===== config.mk =====
export PLATFORM = sky130hd
export DESIGN_NAME = cheat_read_override
export DESIGN_NICKNAME = d
export VERILOG_FILES = /design/src/hdl/cro_pkg.sv /design/src/hdl/cheat_read_override.sv /design/src/hdl/cro_ctrl.sv /design/src/hdl/cro_dp.sv
export SDC_FILE = /design/constraint.sdc
export NUM_CORES = 2
export LEC_CHECK = 0
export ABC_AREA = 0
export BUFFER_PORTS_ARGS = -buffer_cell sky130_fd_sc_hd__buf_2
export CELL_PAD_IN_SITES_DETAIL_PLACEMENT = 2
export CELL_PAD_IN_SITES_GLOBAL_PLACEMENT = 2
export CORE_MARGIN = 8
export CORE_UTILIZATION = 36
export DETAILED_ROUTE_END_ITERATION = 8
export GPL_ROUTABILITY_DRIVEN = 0
export PLACE_DENSITY = 0.72
export SETUP_SLACK_MARGIN = 0.15
export SYNTH_ARGS = -nofsm -noshare
export SYNTH_HDL_FRONTEND = slang
export SYNTH_SLANG_ARGS = --single-unit
export TNS_END_PERCENT = 5

===== constraint.sdc =====
create_clock -name i_clk -period 8.1 [get_ports i_clk]
set_clock_uncertainty 0.2 [all_clocks]
set_input_delay 0.81 -clock i_clk [delete_from_list [all_inputs] [get_ports i_clk]]
set_output_delay 0.81 -clock i_clk [all_outputs]
set_load 0.1 [all_outputs]

===== src/hdl/cro_pkg.sv =====
// ----------------------------------------------------------------------------
// cro_pkg
// Shared types and constants for the read override cheat engine.
// ----------------------------------------------------------------------------
package cro_pkg;

    localparam int TABLE_SLOTS = 32;
    localparam int SLOT_W      = 5;

    localparam logic [2:0] OP_CLEAR  = 3'd0;
    localparam logic [2:0] OP_LOAD   = 3'd1;
    localparam logic [2:0] OP_ENABLE = 3'd2;
    localparam logic [2:0] OP_READ   = 3'd3;
    localparam logic [2:0] OP_SNOOP  = 3'd4;

    localparam logic [7:0] CODE_EXACT   = 8'h01;
    localparam logic [7:0] CODE_RANGE   = 8'h10;
    localparam logic [7:0] CODE_CEQ     = 8'h20;
    localparam logic [7:0] CODE_CLT     = 8'h21;
    localparam logic [7:0] CODE_CGT     = 8'h22;
    localparam logic [7:0] CODE_BANK_LO = 8'h90;
    localparam logic [7:0] CODE_BANK_HI = 8'h97;

    localparam logic [15:0] WRAM_LO = 16'hD000;
    localparam logic [15:0] WRAM_HI = 16'hE000;

    typedef struct packed {
        logic [2:0]  opcode;
        logic [4:0]  slot_index;
        logic [7:0]  entry_code;
        logic [15:0] entry_addr;
        logic [7:0]  entry_byte;
        logic        chain_continues;
        logic        enable_flag;
        logic [15:0] bus_addr;
        logic [7:0]  mem_data;
        logic [2:0]  wram_bank;
    } t_in;

    typedef struct packed {
        logic [7:0] read_data;
        logic       hit;
    } t_out;

    typedef struct packed {
        logic cap;
        logic scan_step;
        logic div_step;
        logic out_load;
    } t_cmd;

    typedef struct packed {
        logic hit;
        logic div_go;
        logic last_slot;
        logic scan_end;
        logic div_last;
        logic div_hit;
        logic out_free;
    } t_sts;

endpackage


===== src/hdl/cheat_read_override.sv =====
// ----------------------------------------------------------------------------
// cheat_read_override
// Bus-side cheat engine: slot table with chained codes overriding read bytes.
// ----------------------------------------------------------------------------
// Usage:
//   Input channel (i_in_valid / o_in_stall / i_in) carries one command beat:
//   clear table, load slot, set chain enable, read access or write snoop.
//   Output channel (o_out_valid / i_out_stall / o_out) returns exactly one
//   beat per command: for a read the override byte (or the memory byte when
//   no code hits) and the hit flag, zero otherwise.
// Sequencing:
//   Clear, load, enable and snoop are applied to the table as they are
//   captured and then go straight to delivery.
//   A read walks the table one slot per cycle starting at slot 0 and stops at
//   the first hit or the last slot; the walk pauses for a bit-serial remainder
//   test at each range code whose base the read address reaches.
//   The walker works one command at a time: the next command is taken only
//   once the last one has been delivered.
// Reset:
//   Synchronous active-low reset empties the table, zeroes all condition
//   shadows and enables, and drops any pending output beat.
// Stall:
//   A finished beat holds in the output register while i_out_stall is high.
//   The engine still takes and works one more command behind it, then waits
//   in its deliver state with o_in_stall high until the register frees.
// ----------------------------------------------------------------------------
module cheat_read_override (
    input  logic          i_clk,
    input  logic          i_rst_n,
    input  logic          i_in_valid,
    output logic          o_in_stall,
    input  cro_pkg::t_in  i_in,
    output logic          o_out_valid,
    input  logic          i_out_stall,
    output cro_pkg::t_out o_out
);
    import cro_pkg::*;

    t_cmd cmd;
    t_sts sts;

    // sequencer: decides when to capture, walk, divide and deliver
    cro_ctrl u_ctrl (
        .i_clk      (i_clk),
        .i_rst_n    (i_rst_n),
        .i_in_valid (i_in_valid),
        .i_opcode   (i_in.opcode),
        .i_sts      (sts),
        .o_cmd      (cmd),
        .o_in_stall (o_in_stall)
    );

    // table, walker and output register
    cro_dp u_dp (
        .i_clk       (i_clk),
        .i_rst_n     (i_rst_n),
        .i_in        (i_in),
        .i_out_stall (i_out_stall),
        .i_cmd       (cmd),
        .o_sts       (sts),
        .o_out_valid (o_out_valid),
        .o_out       (o_out)
    );

endmodule


===== src/hdl/cro_ctrl.sv =====
// ----------------------------------------------------------------------------
// cro_ctrl
// Sequencer: capture an item, walk the slot table, run range tests, deliver.
// ----------------------------------------------------------------------------
module cro_ctrl (
    input  logic          i_clk,
    input  logic          i_rst_n,
    input  logic          i_in_valid,
    input  logic [2:0]    i_opcode,
    input  cro_pkg::t_sts i_sts,
    output cro_pkg::t_cmd o_cmd,
    output logic          o_in_stall
);
    import cro_pkg::*;

    localparam logic [1:0] S_IDLE = 2'd0;
    localparam logic [1:0] S_SCAN = 2'd1;
    localparam logic [1:0] S_DIV  = 2'd2;
    localparam logic [1:0] S_DONE = 2'd3;

    logic [1:0] r_state;
    logic [1:0] n_state;

    always_comb begin
        n_state = r_state;
        o_cmd   = '0;
        unique case (r_state)
            S_IDLE: begin
                if (i_in_valid) begin
                    o_cmd.cap = 1'b1;
                    n_state   = (i_opcode == OP_READ) ? S_SCAN : S_DONE;
                end
            end
            S_SCAN: begin
                o_cmd.scan_step = 1'b1;
                if (i_sts.hit) begin
                    n_state = S_DONE;
                end else if (i_sts.div_go) begin
                    n_state = S_DIV;
                end else if (i_sts.last_slot) begin
                    n_state = S_DONE;
                end
            end
            S_DIV: begin
                o_cmd.div_step = 1'b1;
                if (i_sts.div_last) begin
                    n_state = (i_sts.div_hit || i_sts.scan_end) ? S_DONE : S_SCAN;
                end
            end
            S_DONE: begin
                if (i_sts.out_free) begin
                    o_cmd.out_load = 1'b1;
                    n_state        = S_IDLE;
                end
            end
            default: n_state = S_IDLE;
        endcase
    end

    always_ff @(posedge i_clk) begin
        if (!i_rst_n) begin
            r_state <= S_IDLE;
        end else begin
            r_state <= n_state;
        end
    end

    assign o_in_stall = (r_state != S_IDLE);

endmodule


===== src/hdl/cro_dp.sv =====
// ----------------------------------------------------------------------------
// cro_dp
// Slot table, chain walker, remainder unit and output register.
// ----------------------------------------------------------------------------
module cro_dp (
    input  logic          i_clk,
    input  logic          i_rst_n,
    input  cro_pkg::t_in  i_in,
    input  logic          i_out_stall,
    input  cro_pkg::t_cmd i_cmd,
    output cro_pkg::t_sts o_sts,
    output logic          o_out_valid,
    output cro_pkg::t_out o_out
);
    import cro_pkg::*;

    logic [7:0]  r_code   [TABLE_SLOTS];
    logic [15:0] r_addr   [TABLE_SLOTS];
    logic [7:0]  r_byte   [TABLE_SLOTS];
    logic        r_en     [TABLE_SLOTS];
    logic        r_link   [TABLE_SLOTS];
    logic [7:0]  r_shadow [TABLE_SLOTS];

    t_in               r_item;
    t_out              r_res;
    logic [SLOT_W-1:0] r_ptr;
    logic              r_prev_link;
    logic              r_active;
    logic              r_range_pend;
    logic              r_scan_end;
    logic [16:0]       r_stride;
    logic [24:0]       r_span;
    logic [15:0]       r_off;
    logic [15:0]       r_offsh;
    logic [15:0]       r_rem;
    logic [3:0]        r_div_cnt;
    logic [7:0]        r_rbyte;

    logic [7:0]  s_code;
    logic [15:0] s_addr;
    logic [7:0]  s_byte;
    logic        s_en;
    logic        s_link;
    logic [7:0]  s_shadow;
    logic        head;
    logic        act;
    logic        last;
    logic        in_wram;
    logic        scan_hit;
    logic        n_active;
    logic        range_set;
    logic        div_go;
    logic [16:0] stride_n;
    logic [16:0] trial;
    logic [15:0] rem_n;
    logic        div_hit;

    // table write port
    always_ff @(posedge i_clk) begin
        if (!i_rst_n || (i_cmd.cap && i_in.opcode == OP_CLEAR)) begin
            for (int i = 0; i < TABLE_SLOTS; i++) begin
                r_code[i]   <= '0;
                r_addr[i]   <= '0;
                r_byte[i]   <= '0;
                r_en[i]     <= 1'b0;
                r_link[i]   <= 1'b0;
                r_shadow[i] <= '0;
            end
        end else if (i_cmd.cap) begin
            unique case (i_in.opcode)
                OP_LOAD: begin
                    r_code[i_in.slot_index]   <= i_in.entry_code;
                    r_addr[i_in.slot_index]   <= i_in.entry_addr;
                    r_byte[i_in.slot_index]   <= i_in.entry_byte;
                    r_link[i_in.slot_index]   <= i_in.chain_continues;
                    r_shadow[i_in.slot_index] <= '0;
                end
                OP_ENABLE: begin
                    r_en[i_in.slot_index] <= i_in.enable_flag;
                end
                OP_SNOOP: begin
                    for (int i = 0; i < TABLE_SLOTS; i++) begin
                        if (r_addr[i] == i_in.bus_addr) begin
                            r_shadow[i] <= i_in.mem_data;
                        end
                    end
                end
                default: ;
            endcase
        end
    end

    assign s_code   = r_code[r_ptr];
    assign s_addr   = r_addr[r_ptr];
    assign s_byte   = r_byte[r_ptr];
    assign s_en     = r_en[r_ptr];
    assign s_link   = r_link[r_ptr];
    assign s_shadow = r_shadow[r_ptr];
    assign head     = (r_ptr == '0) || !r_prev_link;
    assign act      = head ? s_en : r_active;
    assign last     = (r_ptr == SLOT_W'(TABLE_SLOTS - 1));
    assign in_wram  = (r_item.bus_addr >= WRAM_LO) && (r_item.bus_addr < WRAM_HI);
    assign stride_n = {1'b0, s_addr} + 17'd1;

    // evaluate one slot
    always_comb begin
        scan_hit  = 1'b0;
        n_active  = 1'b0;
        range_set = 1'b0;
        div_go    = 1'b0;
        if (r_range_pend) begin
            div_go = (r_item.bus_addr >= s_addr);
        end else if (act) begin
            case (s_code)
                CODE_EXACT: scan_hit = (s_addr == r_item.bus_addr);
                CODE_RANGE: range_set = s_link && !last;
                CODE_CEQ:   n_active = (s_shadow == s_byte);
                CODE_CLT:   n_active = (s_shadow < s_byte);
                CODE_CGT:   n_active = (s_shadow > s_byte);
                default: begin
                    scan_hit = (s_code >= CODE_BANK_LO) && (s_code <= CODE_BANK_HI)
                            && (s_addr == r_item.bus_addr)
                            && (!in_wram || (r_item.wram_bank == s_code[2:0]));
                end
            endcase
        end
    end

    // restoring remainder step
    assign trial   = {r_rem, r_offsh[15]};
    assign rem_n   = (trial >= r_stride) ? 16'(trial - r_stride) : trial[15:0];
    assign div_hit = (rem_n == '0) && ({9'd0, r_off} < r_span);

    always_ff @(posedge i_clk) begin
        if (i_cmd.cap) begin
            r_item       <= i_in;
            r_ptr        <= '0;
            r_prev_link  <= 1'b0;
            r_active     <= 1'b0;
            r_range_pend <= 1'b0;
            r_scan_end   <= 1'b0;
            r_res.read_data <= (i_in.opcode == OP_READ) ? i_in.mem_data : 8'd0;
            r_res.hit       <= 1'b0;
        end else if (i_cmd.scan_step) begin
            r_ptr        <= r_ptr + SLOT_W'(1);
            r_prev_link  <= s_link;
            r_active     <= n_active;
            r_range_pend <= range_set;
            r_scan_end   <= last;
            if (range_set) begin
                r_stride <= stride_n;
                r_span   <= 25'(stride_n) * 25'(s_byte);
            end
            if (div_go) begin
                r_off     <= r_item.bus_addr - s_addr;
                r_offsh   <= r_item.bus_addr - s_addr;
                r_rem     <= '0;
                r_div_cnt <= '0;
                r_rbyte   <= s_byte;
            end
            if (scan_hit) begin
                r_res.read_data <= s_byte;
                r_res.hit       <= 1'b1;
            end
        end else if (i_cmd.div_step) begin
            r_rem     <= rem_n;
            r_offsh   <= {r_offsh[14:0], 1'b0};
            r_div_cnt <= r_div_cnt + 4'd1;
            if (o_sts.div_last && div_hit) begin
                r_res.read_data <= r_rbyte;
                r_res.hit       <= 1'b1;
            end
        end
    end

    // output register
    always_ff @(posedge i_clk) begin
        if (!i_rst_n) begin
            o_out_valid <= 1'b0;
        end else if (i_cmd.out_load) begin
            o_out_valid <= 1'b1;
        end else if (!i_out_stall) begin
            o_out_valid <= 1'b0;
        end
    end

    always_ff @(posedge i_clk) begin
        if (i_cmd.out_load) begin
            o_out <= r_res;
        end
    end

    assign o_sts.hit       = scan_hit;
    assign o_sts.div_go    = div_go;
    assign o_sts.last_slot = last;
    assign o_sts.scan_end  = r_scan_end;
    assign o_sts.div_last  = (r_div_cnt == 4'd15);
    assign o_sts.div_hit   = div_hit;
    assign o_sts.out_free  = !o_out_valid || !i_out_stall;

`ifndef SYNTHESIS
    a_hit_only_read: assert property (@(posedge i_clk) disable iff (!i_rst_n)
        i_cmd.out_load && r_res.hit |-> r_item.opcode == OP_READ)
        else $error("hit flagged on a non-read beat");
    a_nonread_zero: assert property (@(posedge i_clk) disable iff (!i_rst_n)
        i_cmd.out_load && r_item.opcode != OP_READ |-> r_res == '0)
        else $error("non-read beat carries data");
    a_stride_nonzero: assert property (@(posedge i_clk) disable iff (!i_rst_n)
        i_cmd.div_step |-> r_stride != '0)
        else $error("range test with zero stride");
    a_scan_one_step: assert property (@(posedge i_clk) disable iff (!i_rst_n)
        i_cmd.scan_step && !div_go && !scan_hit && !last |=> r_ptr == $past(r_ptr) + SLOT_W'(1))
        else $error("walk pointer skipped a slot");
`endif

endmodule


## Word level (Yosys, flattened, before mapping)

Memory sizes are Yosys's and may differ from the RTL's. A register that Yosys moved wholly into a read port is not among the register bits.
Index checks and enable logic that the tools add are counted.

- Multiplexer cells: 276
- $mul: 1
- Eq/ne operators: 57
- Bitwise logic cells: 33
- Order comparisons: 9
- Add/sub/neg operators: 5
- Reduce and logical (&&, ||, !) cells: 41

Operators with widths:

| cell | number |
|---|---|
| $eq A16 B16 Y1 | 33 |
| $mux W8 | 36 |
| $mux W1 | 195 |
| $mux W16 | 8 |
| $mux W5 | 18 |
| $mux W9 | 5 |
| $or A1 B1 Y1 | 32 |
| $sub A16 B16 Y16 | 2 |
| $lt A16 B25 Y1 | 1 |
| $mul A17 B8 Y25 | 1 |
| $eq A8 B6 Y1 const B | 3 |
| $reduce_or A8 Y1 | 3 |
| $add A16 B1 Y17 const B | 1 |
| $ge A17 B17 Y1 | 1 |
| $ge A16 B16 Y1 | 1 |
| $ge A16 B16 Y1 const B | 1 |
| $logic_not A16 Y1 | 1 |
| $lt A16 B16 Y1 const B | 1 |
| $mux W2 | 8 |
| $reduce_or A16 Y1 | 1 |
| $reduce_and A3 Y1 | 5 |
| $mux W4 | 3 |
| $eq A8 B1 Y1 const B | 1 |
| $eq A8 B5 Y1 const B | 1 |
| other kinds (34) | 60 |

- Output and inout port bits: 11
- Memory bits (writable): 1344
- Bits of input ports: 73
- Register bits: 151
- Memories: 6

Memory list:

| name | words | bits a word | rd ports | clocked after Yosys merged registers in | write ports | line | RTL |
|---|---|---|---|---|---|---|---|
| u_dp.r_addr | 32 | 16 | 33 | 1 | 32 | cro_dp.sv:18 | `logic [15:0] r_addr [TABLE_SLOTS];` |
| u_dp.r_byte | 32 | 8 | 1 | 1 | 32 | cro_dp.sv:19 | `logic [7:0] r_byte [TABLE_SLOTS];` |
| u_dp.r_code | 32 | 8 | 1 | 1 | 32 | cro_dp.sv:17 | `logic [7:0] r_code [TABLE_SLOTS];` |
| u_dp.r_shadow | 32 | 8 | 1 | 1 | 32 | cro_dp.sv:22 | `logic [7:0] r_shadow [TABLE_SLOTS];` |
| u_dp.r_en | 32 | 1 | 1 | 1 | 32 | cro_dp.sv:20 | `logic r_en [TABLE_SLOTS];` |
| u_dp.r_link | 32 | 1 | 1 | 1 | 32 | cro_dp.sv:21 | `logic r_link [TABLE_SLOTS];` |

## Longest topological paths before layout

- Depth after elaboration: 11
- Gate-level depth with buffers: 30

## Cells and area by module

A second synthesis with hierarchy kept.

- Cells, all modules: 6012
- Area, all modules: 79168.4 um^2

By module, submodules not included:

| module | area each (um^2) | sequential area each (um^2) | cells each | times used |
|---|---|---|---|---|
| cro_dp | 78984.5 | 42260.5 | 5986 | 1 |
| cro_ctrl | 183.9 | 40.0 | 26 | 1 |

## Least setup slack after synthesis

Ideal clock, no wire load.

- Kind: register -> register
- Start point: register (tool-made name)
- End point: register u_dp.r_span[19] (data pin)
- Slack: 0.680 ns
- Buffers on the path: 2
- Clock period less this slack: 7.420 ns
- Setup time: 0.258 ns
- Data arrival time: 6.962 ns
- Cell stages (with the launch flop): 26
- Cell sequence: dfxtp_1 > buf_6 > buf_2 > mux4_2 > mux4_2 > mux2_2 > ha_1 > nand2_1 > nor2_1 > xor2_1 > nor2_1 > fa_1 > fa_1 > fa_1 > inv_1 > fa_1 > inv_1 > ha_1 > o21a_1 > o21ai_0 > a21oi_1 > o41ai_1 > o21ai_0 > or2_2 > a41o_1 > xnor2_1

RTL lines:

| item | line | RTL |
|---|---|---|
| end signal: assignment | cro_dp.sv:152 | `r_span <= 25'(stride_n) * 25'(s_byte);` |
| end: declaration | cro_dp.sv:32 | `logic [24:0] r_span;` |

==> results.json <==
{
  "grt-ovfl-total": 0,
  "hold_end": "u_dp.o_out_valid$_SDFFE_PN0P_",
  "drv_cap": 0,
  "first_pass_iters": 6,
  "first_iter_violations": 5466,
  "finalPower_mw": 26.1,
  "die_area_sq_um": 234000,
  "drive_gt1_share_pct": 17.9,
  "drv_slew": 0,
  "r2r_cells": 28,
  "timing.final.crit_period_ns": 7.72,
  "min_path_type": "in2reg",
  "path_common_cell": "fa_1",
  "cts.clk_slew.worst_paths_ns": 0.06,
  "netlist.area_leader.share_pct": 46.8,
  "coreArea_sq_um": 217000,
  "rows": 171,
  "cts_tree": "done",
  "die_h_um": 484,
  "outcome": "finished, final reports clean",
  "cp.required_ns": 8.49,
  "rsz0062_at_grt": "no",
  "routed_wl_um": 307000,
  "n_fill_cell": 21600,
  "grt_use_total_pct": 25.4,
  "yosys_register_bits": 1500,
  "setup_viol": 0,
  "synthToLayoutAreaGrowth_pct": 13.4,
  "ys_async_sr_fraction_pct": 0,
  "hp-start": "i_out_stall",
  "syn_inst": 5999,
  "cts_root_buffer": "clkbuf_16",
  "cp.arrival_ns": 8.11,
  "grt_pass1_wl_um": 434000,
  "finalHoldViolations": 0,
  "slew_headroom_pct": 13.3,
  "grt_max_degree": 42,
  "r2r_slack_ns": 0.38,
  "vias": 52800,
  "synthTopCellsByCount": "edfxtp_1 (1226), and2_1 (1065), nor2_1 (519)",
  "finalCritPeriodShare_pct": 95.3,
  "drc": 0,
  "utilization_pct": 41.1,
  "synth_cell_type_count": 84,
  "critPathBufInv": 7,
  "cp_max_fo": 15,
  "insertion_delay_ns": 0.85,
  "post_drt_wl_per_cell_um": 33.9,
  "synthFlopType": "edfxtp_1",
  "holdPathStages": 3,
  "leakage_nw": 34.8,
  "synth_edf_count": 1226,
  "yosysWarnings": 0,
  "timing.rr.end": "u_dp.r_span[24]$_DFFE_PP_",
  "grt_pass1_vias": 57400,
  "irDropWorstVdd_v": 0.000255,
  "crit_slowest_cell": "mux4_2",
  "synth_nets": 6276,
  "synthTopCellsByArea": "edfxtp_1 (47%), mux4_2 (11%), and2_1 (8.5%)",
  "max-clock-path-buffers": 3,
  "syn_area_sq_um": 78700,
  "routed_via_density": 5.83,
  "ant_nets": 0,
  "start_util_pct": 36.2,
  "final_nets": 6330,
  "seq_area_frac_synth_pct": 53.7,
  "die_w_um": 484,
  "clock.fmax_ghz": 0.129,
  "antenna_found_initial": 33,
  "cts_made_buffers": 173,
  "hpwl_um": 203000,
  "io_pins": 84,
  "power_density_nw_per_um2": 293,
  "io_buffers": 83,
  "worst_pin_slew_ns": 1.30,
  "worst_setup_path_end_kind": "register",
  "htreeDepth": 4,
  "critPathLaunchType": "register",
  "cp_slowest_stage_delay_ns": 0.56,
  "yosys.area.top_type": "edfxtp_1",
  "avgSynthCellArea_sq_um": 13.1,
  "clock_sinks": 1500,
  "path_class": "reg2reg",
  "synth_most_common_cell": "edfxtp_1",
  "cp_top_family": "adder cells"
}
[cells in the final DEF, fill, tap and decap left out, types with 13 or more instances in the layout]
master        n
clkbuf_8     15
edfxtp_1   1226
buf_2        83
nor2_1      484
xor2_1      466
clkbuf_16   181
nor3_1       54
buf_4       216
o21ai_0      82
clkbuf_1     45
xnor2_1     101
fa_1         92
dfxtp_1     270
mux2i_1     312
mux2_2       26
nand4_1      53
and2_1     1065
clkinv_1     27
a22oi_1      27
nor2_2       30
o21a_1       18
nand2_1      87
ha_1        111
diode_2      13
inv_1       181
o21ai_4      32
nor2b_1      28
nand3_1      63
clkinv_2     25
a21oi_1      48
nor4_1      103
mux4_2      388
bufinv_16    14
[flip-flops by register name (all words and copies together), names as in the netlist, 2 cells and up, named ones only]
signal          count
u_dp.r_off         16
u_dp.r_item        19
u_dp.r_res          9
u_dp.r_rem         16
u_dp.r_en          32
u_dp.r_link        32
u_dp.r_stride      17
u_dp.r_byte       256
u_dp.r_ptr          5
u_dp.r_addr       512
u_dp.o_out          9
u_dp.r_shadow     256
u_dp.r_code       256
u_dp.r_offsh       16
u_ctrl.r_state      2
u_dp.r_rbyte        8
u_dp.r_span        25
u_dp.r_div_cnt      4
[cell type report]
type | count | area [sq um] | share of cell area, %
diodes | 13 | 32.5 | 0.0365
clock buffers | 238 | 4810 | 5.39
multi-input cells | 3866 | 34400 | 38.6
flip-flops and latches | 1500 | 42300 | 47.4
clock inverters | 79 | 825 | 0.924
well taps | 2854 | 3570 | 4.00
inverters | 184 | 691 | 0.774
repair buffers | 328 | 2580 | 2.89
[per-layer routing]
metal	wire, um	track usage, %	vias up
met1	123000	32.9	28300
met2	145000	41.7	2315
met5	109	0	-
li1	-	-	21600
met3	25100	5.36	627
met4	13900	10.2	16
[worst register-to-register path, delay by kind of cell (launching register included)]
kind	cells	cell delay [ns]
fa+ha+maj	5	2.26
mux	3	1.28
compound gates	5	1.04
simple gates	6	0.86
buf+inv	7	1.10
flops	1	0.45
xor+xnor	2	0.27
[stage by stage]
step / instances / cell area [sq um] / hold slack (ns) / setup TNS [ns] / worst slack [ns]
finish: 9062 / 89200 / 0.164 / 0 / 0.378
global route: 9051 / 89200 / 0.160 / 0 / 0.0960
detailed placement: 8690 / 83000 / 0.215 / -0.348 / -0.147
floorplan: 5999 / 78700 / 0.200 / 0 / 0.680
global placement: 8690 / 83000 / 0.207 / -0.0873 / -0.0873
CTS: 9016 / 88800 / 0.0948 / 0 / 0.0845
[how the worst max path moves through the flow]
stage | slack, ns | cells past startpoint | to
2_1_floorplan | 0.68 | 25 | u_dp.r_span[19]$_DFFE_PP_
3_3_place_gp | -0.09 | 25 | u_dp.r_span[23]$_DFFE_PP_
3_5_place_dp | -0.15 | 25 | u_dp.r_span[24]$_DFFE_PP_
4_1_cts | 0.08 | 27 | u_dp.r_span[23]$_DFFE_PP_
5_1_grt | 0.1 | 27 | u_dp.r_span[23]$_DFFE_PP_
6_report | 0.38 | 28 | u_dp.r_span[24]$_DFFE_PP_
[cell families after synthesis]
kind of cell	count (synthesis)	share of synthesized area, %
fa+ha+maj	204	4.12
xor+xnor	574	6.40
mux	739	15.7
compound gates	302	2.43
buf+inv	633	3.38
flops	1500	53.7
simple gates	2047	14.2
[power by group]
part | switching, mW | total (mW) | internal [mW]
logic | 5.41 | 8.91 | 3.49
clock network | 3.39 | 7.99 | 4.60
registers | 0.259 | 9.25 | 8.99
total | 9.06 | 26.1 | 17.1
[repair_timing]
item,CTS,global route
pin swaps,1,1
setup endpoints to repair,6,8
buffers inserted,5,29
hold buffers,4,0
endpoints found under the hold margin,4,0
resized for setup,9,23
cloned,0,4
Power figures use the tool's default switching activity.
